<file path="src/sv/irb_fifo.sv">
// Small register queue; the writer keeps it from overflowing by credit.
`default_nettype none
module irb_fifo #(
    parameter int WIDTH = 8,
    parameter int DEPTH = 8,
    localparam int CNT_W = $clog2(DEPTH + 1),
    localparam int PTR_W = $clog2(DEPTH)
) (
    input  wire logic             i_clk,
    input  wire logic             i_rst_n,
    input  wire logic             i_push,
    input  wire logic [WIDTH-1:0] i_data,
    input  wire logic             i_pop,
    output logic      [WIDTH-1:0] o_data,
    output logic      [CNT_W-1:0] o_count,
    output logic                  o_empty
);

    logic [WIDTH-1:0] r_mem [DEPTH];
    logic [PTR_W-1:0] r_wr_ptr, r_rd_ptr;
    logic [CNT_W-1:0] r_count;

    function automatic logic [PTR_W-1:0] bump(input logic [PTR_W-1:0] p);
        return (p == PTR_W'(DEPTH - 1)) ? '0 : p + 1'b1;
    endfunction

    always_ff @(posedge i_clk) begin
        if (i_push) begin
            r_mem[r_wr_ptr] <= i_data;
        end
    end

    always_ff @(posedge i_clk) begin
        if (!i_rst_n) begin
            r_wr_ptr <= '0;
            r_rd_ptr <= '0;
            r_count  <= '0;
        end else begin
            if (i_push) begin
                r_wr_ptr <= bump(r_wr_ptr);
            end
            if (i_pop) begin
                r_rd_ptr <= bump(r_rd_ptr);
            end
            case ({i_push, i_pop})
                2'b10:   r_count <= r_count + 1'b1;
                2'b01:   r_count <= r_count - 1'b1;
                default: r_count <= r_count;
            endcase
        end
    end

    assign o_data  = r_mem[r_rd_ptr];
    assign o_count = r_count;
    assign o_empty = (r_count == '0);

endmodule
`default_nettype wire

</file>
<file path="config.mk">
export PLATFORM = sky130hd
export DESIGN_NAME = irb_fifo
export DESIGN_NICKNAME = d
export VERILOG_FILES = /design/src/sv/irb_fifo.sv
export SDC_FILE = /design/constraint.sdc
export NUM_CORES = 1
export LEC_CHECK = 0
export ABC_AREA = 1
export ABC_CLOCK_PERIOD_IN_PS = 2300
export BUFFER_PORTS_ARGS = -buffer_cell sky130_fd_sc_hd__buf_2
export CAP_MARGIN = 20
export CORE_ASPECT_RATIO = 0.9
export CORE_MARGIN = 5
export CORE_UTILIZATION = 59
export DETAILED_ROUTE_END_ITERATION = 16
export PLACE_DENSITY = 0.89
export SYNTH_ARGS = -nofsm -noshare
export SYNTH_HDL_FRONTEND = slang
export SYNTH_SLANG_ARGS = --single-unit
</file>
<file path="constraint.sdc">
create_clock -name i_clk -period 2.3 [get_ports i_clk]
set_clock_uncertainty 0.05 [all_clocks]
set_input_delay 0.69 -clock i_clk [delete_from_list [all_inputs] [get_ports i_clk]]
set_output_delay 0.69 -clock i_clk [all_outputs]
set_load 0.02 [all_outputs]
</file>
==> flow_metrics.env <==
export IMPL_outcome="complete, but fails checks"
export IMPL_violations="negative setup slack"
export IMPL_min_path_type="flop to flop"
export IMPL_cts_buffers=9
export IMPL_antenna_found_initial=0
export IMPL_drv_cap=0
export IMPL_routed_wl_um=6400
export IMPL_area_delta_synth_final_pct=15.6
export IMPL_final_cells=382
export IMPL_die_area_mm2=0.00694
export IMPL_grt_pass1_vias=2126
export IMPL_dpl_hpwl_um=4190
export IMPL_grt_ovfl_total=0
export IMPL_clk_pin_slew_worst_paths_ns=0.07
export IMPL_synth_cell_area_mm2=0.00317
export IMPL_drt_iter0_drc=213
export IMPL_synth_top_area_cell="edfxtp_1"
export IMPL_synth_main_ff_cell="edfxtp_1"
export IMPL_fp_dieW_um=87.3
export IMPL_synth_nets=286
export IMPL_sw_frac_of_total=0.246
export IMPL_grt_first_pass_wirelength_um=10500
export IMPL_period_share=1.00
export IMPL_p_total_mw=2.91
export IMPL_wl_per_cell_um=16.7
export IMPL_p_leak_nw=1.43
export IMPL_async_flop_share=0
export IMPL_crit_required_ns=1.56
export IMPL_drc=0
export IMPL_grt_max_degree=33
export IMPL_synth_edff_count=64
export IMPL_p_int_mw=2.19
export IMPL_drt_first_pass_iters=4
export IMPL_io_buffers=24
export IMPL_power_net_switching_mw=0.715
export IMPL_fillers=365
export IMPL_slew_violations=0
export IMPL_clkSinkCount=77
export IMPL_finalSetupViolations=1
export IMPL_rows=25
export IMPL_clkLatencyLatePin_ns=0.34
export IMPL_tritoncts="yes"
export IMPL_crit_path_max_fanout=18
export IMPL_ant_nets=0
export IMPL_ys_types=24
export IMPL_initial_core_util=0.607
export IMPL_critPathKind="flop to primary output"
export IMPL_fin_ws_ns=-0.00180
export IMPL_antenna_cells=0
export IMPL_clockBufferDepth=2
export IMPL_die_y_um=79.5
export IMPL_yosysSeqAreaShare=0.689
export IMPL_path_common_cell="nand2_1"
export IMPL_hold_viol=0
export IMPL_vdd_drop_max_mv=0.478
export IMPL_viasPerCell=5.60
export IMPL_arrival_ns=1.56
export IMPL_synth_yosys_warnings=0
export IMPL_final_area_mm2=0.00366
export IMPL_final_common_cell="edfxtp_1"
export IMPL_via_count=2138
export IMPL_path_cells="buf_12, mux2i_2, o22ai_1, nand2_1, nand2_1, buf_2"
export IMPL_syn_inst=267
export IMPL_slowest_delay_ns=0.41
export IMPL_clockPowerShare=0.318
export IMPL_htreeDepth=3
export IMPL_setup_tns_ns=-0.00180
export IMPL_final_cell_mix="edfxtp_1, nor2_1, nand2_1"
export IMPL_tightest_slew_ns=0.418
export IMPL_holdBufCountCts=0
export IMPL_cp_slowest_cell="dfxtp_4"
export IMPL_drive_above_1_share=0.197
export IMPL_avgSynthCellArea_um2=11.9
export IMPL_cts_root_buf="clkbuf_8"
export IMPL_fmax_mhz=434
export IMPL_end_kind="primary output"
export IMPL_synth_area_leaders="edfxtp_1, dfxtp_1, nor2_1, nand2_1, o21ai_0"
export IMPL_post_dp_cell_area_mm2=0.00342
export IMPL_reg2reg_slack_ns=0.84
export IMPL_relSlewSlack=0.720
export IMPL_gp_congestion=0.850
export IMPL_seq_power_share=0.548
export IMPL_holdWs_ns=0.445
export IMPL_core_region_area_mm2=0.00522
export IMPL_rsz0062_at_grt="true"
export IMPL_placed_cells=367
export IMPL_track_usage=0.205
export IMPL_layout_min_cycle_time_ns=2.30
export IMPL_io_pins=25
export IMPL_synth_seq_cells=77
export IMPL_critical_path_startpoint_type="flop"
export IMPL_pwr_share_comb=0.134
export IMPL_nNetsFinal=331
export IMPL_synth_top_area_frac=0.606
export IMPL_power_density_mw_per_mm2=794
power by group through the flow:
stage	Sequential [mW]	Combinational, mW	Clock [mW]
2_1_floorplan	1.63	0.235	0
3_3_place_gp	1.62	0.347	0
3_5_place_dp	1.62	0.363	0
4_1_cts	1.59	0.377	0.946
5_1_grt	1.60	0.434	1.02
6_report	1.59	0.391	0.924
final cells by class:
| type | instances | area (µm²) | area share |
|---|---|---|---|
| inverter | 15 | 58.8 | 0.0160 |
| tap | 67 | 83.8 | 0.0229 |
| timing repair buffer | 43 | 309 | 0.0843 |
| multi-input combinational | 166 | 850 | 0.232 |
| sequential | 77 | 2190 | 0.596 |
| clock inverter | 5 | 53.8 | 0.0147 |
| clock buffer | 9 | 124 | 0.0338 |
synthesized netlist by cell type, drive strengths merged (2+ instances only):
cell type,instances
edfxtp,64
nor2,50
o21ai,38
nand2,37
inv,15
dfxtp,13
buf,8
mux2i,8
o22ai,8
a21oi,7
ha,7
nand3,4
xnor2,2
layer usage:
layer	up-vias	part of all wire	track usage
met5	-	0	0
met4	0	0.010	0.0828
met3	8	0.071	0.0795
met2	87	0.54	0.333
met1	1020	0.38	0.245
li1	1023	-	-
logic make-up (layout without fill, tap and decap cells):
logic type	count (synthesis)	count (layout)	synth area share
mux	8	8	0.0253
xor+xnor	3	3	0.00829
flops	77	77	0.689
compound gates	54	54	0.0892
buf+inv	24	72	0.0454
fa+ha+maj	7	7	0.0276
simple gates	94	94	0.116
what timing repair did:
item	in CTS	in global routing
setup buffers	0	1
gates cloned	0	0
setup endpoints to repair	8	8
gates resized for setup	11	7
worst max-delay path, delay by kind of cell, from the launching register on:
kind	cells	cell delay, ns
buffers and inverters	2	0.34
flip-flops	1	0.41
multiplexers	1	0.22
AO/OA/AOI/OAI	1	0.09
AND/OR/NAND/NOR	2	0.16
final timing paths:
kind                             startpoint          end  cells past startpoint
worst max-delay path                   flop    o_data[5]                      6
worst min-delay path            r_rd_ptr[1]         flop                      2
worst max register to register  r_wr_ptr[0]  r_mem[7][5]                      3
worst min register to register  r_rd_ptr[1]         flop                      2
registers in the layout, summed over array words and instances, names as in the netlist, named ones only:
signal    count
r_rd_ptr      3
o_count       4
r_mem        64
r_wr_ptr      3
per-stage QoR:
step | util | setup slack, ns
finish | 0.702 | -0.00180
global route | 0.702 | -0.0860
CTS | 0.696 | 0.00261
detailed placement | 0.655 | 0.177
global placement | 0.655 | 0.253
floorplan | - | 0.361
Note: power is estimated with default switching activity, not from simulation.
