[config.mk]
export PLATFORM = sky130hd
export DESIGN_NAME = irb_front
export DESIGN_NICKNAME = d
export VERILOG_FILES = /design/src/sv/irb_pkg.sv /design/src/sv/irb_front.sv
export SDC_FILE = /design/constraint.sdc
export NUM_CORES = 2
export LEC_CHECK = 0
export BUFFER_PORTS_ARGS = -buffer_cell sky130_fd_sc_hd__buf_2
export CORE_MARGIN = 3
export CORE_UTILIZATION = 40
export DETAILED_ROUTE_END_ITERATION = 16
export GPL_ROUTABILITY_DRIVEN = 0
export HOLD_SLACK_MARGIN = 0.12
export MAX_ROUTING_LAYER = met4
export PLACE_DENSITY = 0.67
export RECOVER_POWER = 50
export SLEW_MARGIN = 20
export SYNTH_ARGS = -nofsm -noshare
export SYNTH_HDL_FRONTEND = slang
export SYNTH_SLANG_ARGS = --single-unit
[constraint.sdc]
create_clock -name i_clk -period 14.8 [get_ports i_clk]
set_input_delay 0.74 -clock i_clk [delete_from_list [all_inputs] [get_ports i_clk]]
set_output_delay 0.74 -clock i_clk [all_outputs]
set_load 0.005 [all_outputs]
[src/sv/irb_pkg.sv]
// Shared constants, register codes and transfer types of the rotation core.
`default_nettype none
package irb_pkg;

    localparam int DEF_MAX_SRC_HEIGHT  = 256;
    localparam int DEF_MAX_SRC_WIDTH   = 256;
    localparam int DEF_COORD_FRAC_BITS = 8;

    localparam int TRIG_FRAC = 14;   // fraction bits of the cosine and sine registers
    localparam int SIZE_W    = 13;   // holds any source size up to 4096
    localparam int FRAC_MAX  = 16;   // widest coordinate fraction
    localparam int Q_DEPTH   = 8;    // job queue between front and back
    localparam int OUT_DEPTH = 8;    // result queue

    localparam int CFG_IDX_W = 3;
    localparam logic [CFG_IDX_W-1:0] CFG_SRC_HEIGHT = 3'd0;
    localparam logic [CFG_IDX_W-1:0] CFG_SRC_WIDTH  = 3'd1;
    localparam logic [CFG_IDX_W-1:0] CFG_RES_HEIGHT = 3'd2;
    localparam logic [CFG_IDX_W-1:0] CFG_RES_WIDTH  = 3'd3;
    localparam logic [CFG_IDX_W-1:0] CFG_COSINE     = 3'd4;
    localparam logic [CFG_IDX_W-1:0] CFG_SINE       = 3'd5;
    localparam logic [CFG_IDX_W-1:0] CFG_BACKGROUND = 3'd6;

    localparam logic OP_WRITE = 1'b0;
    localparam logic OP_READ  = 1'b1;

    // One classified item, front to back.
    typedef struct packed {
        logic                is_write;
        logic [8:0]          row;
        logic [8:0]          col;
        logic                bg;
        logic [SIZE_W-1:0]   north;
        logic [SIZE_W-1:0]   south;
        logic [SIZE_W-1:0]   west;
        logic [SIZE_W-1:0]   east;
        logic [FRAC_MAX-1:0] fi;
        logic [FRAC_MAX-1:0] fj;
        logic [31:0]         pixel;
    } t_job;

    // One finished output pixel.
    typedef struct packed {
        logic [31:0] rgba;
        logic [8:0]  row;
        logic [8:0]  col;
        logic        bg;
    } t_result;

    // Source geometry and rotation registers seen by the front.
    typedef struct packed {
        logic [8:0]         src_height;
        logic [8:0]         src_width;
        logic [9:0]         res_height;
        logic [9:0]         res_width;
        logic signed [15:0] cosine;
        logic signed [15:0] sine;
    } t_geom;

endpackage
`default_nettype wire

[src/sv/irb_front.sv]
// Front: maps an output pixel back into the source and classifies it.
`default_nettype none
module irb_front #(
    parameter int MAX_SRC_HEIGHT  = irb_pkg::DEF_MAX_SRC_HEIGHT,
    parameter int MAX_SRC_WIDTH   = irb_pkg::DEF_MAX_SRC_WIDTH,
    parameter int COORD_FRAC_BITS = irb_pkg::DEF_COORD_FRAC_BITS
) (
    input  wire logic           i_clk,
    input  wire logic           i_rst_n,
    input  wire irb_pkg::t_geom i_geom,
    input  wire logic           i_valid,
    input  wire logic           i_opcode,
    input  wire logic [8:0]     i_row,
    input  wire logic [8:0]     i_col,
    input  wire logic [31:0]    i_pixel,
    output logic                o_valid,
    output irb_pkg::t_job       o_job,
    output logic [1:0]          o_inflight
);

    localparam int F      = COORD_FRAC_BITS;
    localparam int SW     = irb_pkg::SIZE_W;
    localparam int PROD_W = 27;
    localparam int SUM_W  = 28;
    localparam int SHL    = (F > irb_pkg::TRIG_FRAC) ? F - irb_pkg::TRIG_FRAC : 0;
    localparam int SHR    = (F < irb_pkg::TRIG_FRAC) ? irb_pkg::TRIG_FRAC - F : 0;
    localparam int CW     = (((SUM_W + SHL) > (13 + F)) ? (SUM_W + SHL) : (13 + F)) + 1;

    // stage 1: centred offsets and effective source size
    logic               r_v1, r_op1;
    logic [8:0]         r_row1, r_col1;
    logic [31:0]        r_pix1;
    logic signed [10:0] r_di1, r_dj1;
    logic [SW-1:0]      r_h1, r_w1;
    logic signed [10:0] n_di, n_dj;
    logic [SW-1:0]      n_h, n_w;

    always_comb begin
        n_di = signed'({2'b00, i_row}) - signed'({2'b00, i_geom.res_height[9:1]});
        n_dj = signed'({2'b00, i_col}) - signed'({2'b00, i_geom.res_width[9:1]});
        n_h  = SW'(i_geom.src_height);
        if (n_h == '0) begin
            n_h = SW'(1);
        end else if (n_h > SW'(MAX_SRC_HEIGHT)) begin
            n_h = SW'(MAX_SRC_HEIGHT);
        end
        n_w  = SW'(i_geom.src_width);
        if (n_w == '0) begin
            n_w = SW'(1);
        end else if (n_w > SW'(MAX_SRC_WIDTH)) begin
            n_w = SW'(MAX_SRC_WIDTH);
        end
    end

    // stage 2: four rotation products
    logic                     r_v2, r_op2;
    logic [8:0]               r_row2, r_col2;
    logic [31:0]              r_pix2;
    logic [SW-1:0]            r_h2, r_w2;
    logic signed [PROD_W-1:0] r_cdi2, r_sdj2, r_cdj2, r_sdi2;

    // stage 3: source coordinates with F fraction bits
    logic                 r_v3, r_op3;
    logic [8:0]           r_row3, r_col3;
    logic [31:0]          r_pix3;
    logic [SW-1:0]        r_h3, r_w3;
    logic signed [CW-1:0] r_si3, r_sj3;
    logic signed [SUM_W-1:0] n_sum_i, n_sum_j;
    logic signed [CW-1:0]    n_si, n_sj;

    always_comb begin
        n_sum_i = SUM_W'(r_cdi2) + SUM_W'(r_sdj2);
        n_sum_j = SUM_W'(r_cdj2) - SUM_W'(r_sdi2);
        n_si = ((CW'(n_sum_i) <<< SHL) >>> SHR)
             + signed'(CW'({r_h2[SW-1:1], F'(0)}));
        n_sj = ((CW'(n_sum_j) <<< SHL) >>> SHR)
             + signed'(CW'({r_w2[SW-1:1], F'(0)}));
    end

    always_ff @(posedge i_clk) begin
        r_op1  <= i_opcode;
        r_row1 <= i_row;
        r_col1 <= i_col;
        r_pix1 <= i_pixel;
        r_di1  <= n_di;
        r_dj1  <= n_dj;
        r_h1   <= n_h;
        r_w1   <= n_w;

        r_op2  <= r_op1;
        r_row2 <= r_row1;
        r_col2 <= r_col1;
        r_pix2 <= r_pix1;
        r_h2   <= r_h1;
        r_w2   <= r_w1;
        r_cdi2 <= PROD_W'(i_geom.cosine) * PROD_W'(r_di1);
        r_sdj2 <= PROD_W'(i_geom.sine)   * PROD_W'(r_dj1);
        r_cdj2 <= PROD_W'(i_geom.cosine) * PROD_W'(r_dj1);
        r_sdi2 <= PROD_W'(i_geom.sine)   * PROD_W'(r_di1);

        r_op3  <= r_op2;
        r_row3 <= r_row2;
        r_col3 <= r_col2;
        r_pix3 <= r_pix2;
        r_h3   <= r_h2;
        r_w3   <= r_w2;
        r_si3  <= n_si;
        r_sj3  <= n_sj;
    end

    always_ff @(posedge i_clk) begin
        if (!i_rst_n) begin
            r_v1 <= 1'b0;
            r_v2 <= 1'b0;
            r_v3 <= 1'b0;
        end else begin
            r_v1 <= i_valid;
            r_v2 <= r_v1;
            r_v3 <= r_v2;
        end
    end

    // classify: outside test, neighbour rows and columns, weights
    logic [SW-1:0] w_n, w_s, w_wc, w_e;
    logic [F-1:0]  w_fi, w_fj;
    logic          w_bg;

    always_comb begin
        w_bg = r_si3 < 0 || r_sj3 < 0
            || r_si3 >= signed'(CW'({r_h3, F'(0)}))
            || r_sj3 >= signed'(CW'({r_w3, F'(0)}));
        w_n  = r_si3[F +: SW];
        w_wc = r_sj3[F +: SW];
        w_fi = r_si3[F-1:0];
        w_fj = r_sj3[F-1:0];
        w_s  = w_n + SW'(w_fi != '0);
        w_e  = w_wc + SW'(w_fj != '0);
        if (w_s > r_h3 - 1'b1) begin
            w_s = r_h3 - 1'b1;
        end
        if (w_e > r_w3 - 1'b1) begin
            w_e = r_w3 - 1'b1;
        end
    end

    always_comb begin
        o_job.is_write = (r_op3 == irb_pkg::OP_WRITE);
        o_job.row      = r_row3;
        o_job.col      = r_col3;
        o_job.bg       = w_bg;
        o_job.north    = w_n;
        o_job.south    = w_s;
        o_job.west     = w_wc;
        o_job.east     = w_e;
        o_job.fi       = irb_pkg::FRAC_MAX'(w_fi);
        o_job.fj       = irb_pkg::FRAC_MAX'(w_fj);
        o_job.pixel    = r_pix3;
    end

    assign o_valid    = r_v3;
    assign o_inflight = 2'(r_v1) + 2'(r_v2) + 2'(r_v3);

endmodule
`default_nettype wire

==> impl_metrics.tcl <==
set metrics [dict create \
    path_clk_slew_ns 0.07 \
    drcViolationCount 0 \
    drv_cap 2 \
    synth_mux_area_frac 0.00677 \
    grt_overflow_total 0 \
    netlist_instances 4090 \
    synth_top_area_share 0.298 \
    cts-buffers-inserted 45 \
    syn_area_um2 37700 \
    grt_pass1_vias 27095 \
    grt_max_degree 33 \
    setup_tns_ns 0 \
    r2r_start "r_dj1[1]" \
    routedWlPerCell_um 15.3 \
    synth_simple_gate_area_share 0.136 \
    die_w_um 313 \
    firstDrtPassIters 5 \
    critPathLaunchType "flip-flop" \
    cts-root-buf "clkbuf_16" \
    hold_viol 0 \
    worstHoldStart "i_pixel[22]" \
    synth_compound_area_frac 0.0698 \
    async_flop_share 0 \
    hold_depth 1 \
    crit_type "flip-flop to flip-flop" \
    cp_common_cell "fa_1" \
    synth.avg_cell_area_um2 9.22 \
    synthAdderAreaFrac 0.425 \
    synth_top_cell_by_area "fa_1" \
    cpPeakStageDelay_ns 0.74 \
    crit_required_ns 15.35 \
    synth_top_family_by_area "adder cells" \
    hpwl_um 65300 \
    ant_nets 0 \
    clock_skew_ns 0.0392 \
    setup_viol 0 \
    drtIter0Drc 1389 \
    mostFrequentLayoutCells "inv_1 (878), fa_1 (561), nand2_1 (434)" \
    finalCritPeriodShare 0.433 \
    cp_slowest_cell "a2111oi_0" \
    cts_setup_buffers 0 \
    layout-drive-gt1-share 0.0809 \
    yosys_warnings 0 \
    r2r-end "r_sdj2[25]" \
    final_nets 5297 \
    synth_edf_count 0 \
    hold_buffers 0 \
    ys_top_cells_by_area "fa_1 (30%), dfxtp_1 (20%), ha_1 (13%), inv_1 (8.7%), nand2_1 (4.3%)" \
    placementRows 111 \
    min_period_ns 6.40 \
    max-clock-path-buffers 3 \
    chipHeight_um 313 \
    synth-main-ff-cell "dfxtp_1" \
    htreeDepth 2 \
    area_delta_synth_final_pct 9.63 \
    r2r_slack_ns 8.40 \
    relSlewSlack -0.192 \
    rr_worst_depth 19 \
    yosys_register_bits 380 \
    synth_cell_types 75 \
    ys_seq_area_frac 0.202 \
    final_common_cell "inv_1" \
    grt_pass1_wl_um 140000 \
    cts_sinks 380 \
    start_util 0.408 \
    status "complete, but fails checks" \
    ios 263 \
    cts_tree "done" \
    violations "capacitance limit, slew limit" \
    critPathMaxFanout 32 \
    crit_buf_inv 4 \
    clock_latency_ns 0.63 \
    vias 26691 \
    rsz0062_at_grt "false" \
    worst_ep_arrival_time_ns 6.95 \
    tightest_slew_ns 1.79 \
    slew_viol_final 66 \
    antenna_found_initial 11 \
    io_buffer_count 244 \
    crit_family "adder cells" \
    via_per_inst 4.83 \
    grt_usage 0.182 \
    cp_cell_sequence "buf_4, nand2_1, fa_1, inv_1, fa_1, inv_1, fa_1, inv_1, fa_1, fa_1, ha_1, a2111oi_0, o21ai_1, a2111oi_0, o211ai_1, o41ai_2, o21bai_1, a21oi_1, xnor2_1" \
    wl_um 84400 \
    die_area_um2 98000 \
    grtUsageMet2 0.283 \
    end_kind "flip-flop" \
    met3_usage 0.0284 \
    synth_xor_xnor_area_share 0.0481 \
    top_usage_layer "met2" \
    use_met1 0.248 \
    holdPathEnd "r_pix1[22]" \
    coreArea_um2 92500 \
    cts.repair.resized 0 \
    fmax_mhz 156 \
    hold_path.class "input pin to flip-flop" \
]
final cells by class:
| cell class | instances | area (um2) |
|---|---|---|
| Clock buffer | 56 | 1240 |
| Clock inverter | 28 | 330 |
| Antenna cell | 13 | 32.5 |
| Timing Repair Buffer | 265 | 1340 |
| Sequential cell | 380 | 7610 |
| Multi-Input combinational cell | 2659 | 25900 |
| Tap cell | 1243 | 1560 |
| Fill cell | 9069 | 51200 |
| Inverter | 879 | 3300 |
cells in the mapped netlist (5+ instances only):
library cell and count:
nand3_1 45, nand2b_1 44, and3_1 11, xor2_1 49, fa_1 561, mux2i_1 21, a211oi_1 14, o21ai_0 76
inv_1 878, a2111oi_0 6, dfxtp_1 380, nand2_1 434, a21o_1 51, clkbuf_1 125, nor3_1 34, and2_1 249
a31oi_1 13, o21bai_1 14, or4_1 5, nor4_1 16, xnor2_1 158, o211ai_1 6, buf_4 59, o21a_1 33
ha_1 382, nor2b_1 24, nor2_1 162, or3_1 5, a21oi_1 122, nand4_1 16, a21boi_0 13
metrics by stage:
stage	cells	utilization	cell area (um2)	hold WS (ns)	worst slack [ns]
2_1_floorplan	4105	-	37800	0.310	9.13
3_3_place_gp	5426	0.430	39800	0.310	7.97
3_5_place_dp	5426	0.430	39800	0.312	7.99
4_1_cts	5510	0.447	41300	0.156	8.43
5_1_grt	5516	0.447	41300	0.172	8.00
6_report	5523	0.447	41300	0.203	8.40
registers in the layout, summed over array words and instances (netlist names), 10 cells and up:
register and count:
r_si3 23, r_sdj2 26, r_dj1 10, r_sdi2 26, r_sj3 23, r_cdi2 26
r_pix1 32, r_di1 10, r_pix3 32, r_pix2 32, r_cdj2 26
routing by layer:
layer,vias up,wire [um]
li1,12733,-
met1,13113,38400
met2,747,38000
met3,98,5920
met4,0,2090
met5,-,0
kinds of logic (layout without fill, tap and decap cells):
kind of cell | count (synthesis) | count (layout)
compound gates | 401 | 401
xor+xnor | 207 | 207
fa+ha+maj | 944 | 944
buf+inv | 1066 | 1228
flops | 380 | 380
mux | 25 | 25
other cells | 1 | 29
simple gates | 1066 | 1066
worst reg2reg max path, cell delays in order (launching register included):
cell and delay [ns]:
dfxtp_1 0.31, buf_4 0.37, nand2_1 0.18, fa_1 0.56, inv_1 0.05, fa_1 0.51
inv_1 0.06, fa_1 0.53, inv_1 0.05, fa_1 0.49, fa_1 0.41, ha_1 0.23
a2111oi_0 0.48, o21ai_1 0.19, a2111oi_0 0.74, o211ai_1 0.32, o41ai_2 0.40, o21bai_1 0.11
a21oi_1 0.19, xnor2_1 0.15
worst max path at each step:
stage,start,endpoint,slack (ns),depth (start not counted)
finish,r_dj1[1],r_sdj2[25],8.40,19
global route,r_dj1[1],r_sdj2[25],8.00,19
CTS,r_dj1[1],r_sdj2[25],8.43,19
detailed placement,i_geom[7],r_sdj2[25],7.99,19
global placement,i_geom[7],r_sdj2[25],7.97,19
floorplan,i_geom[7],r_sdj2[25],9.13,20
Power is not shown: default switching activity piles up to over one toggle a cycle in this logic, so the estimate is an artifact.
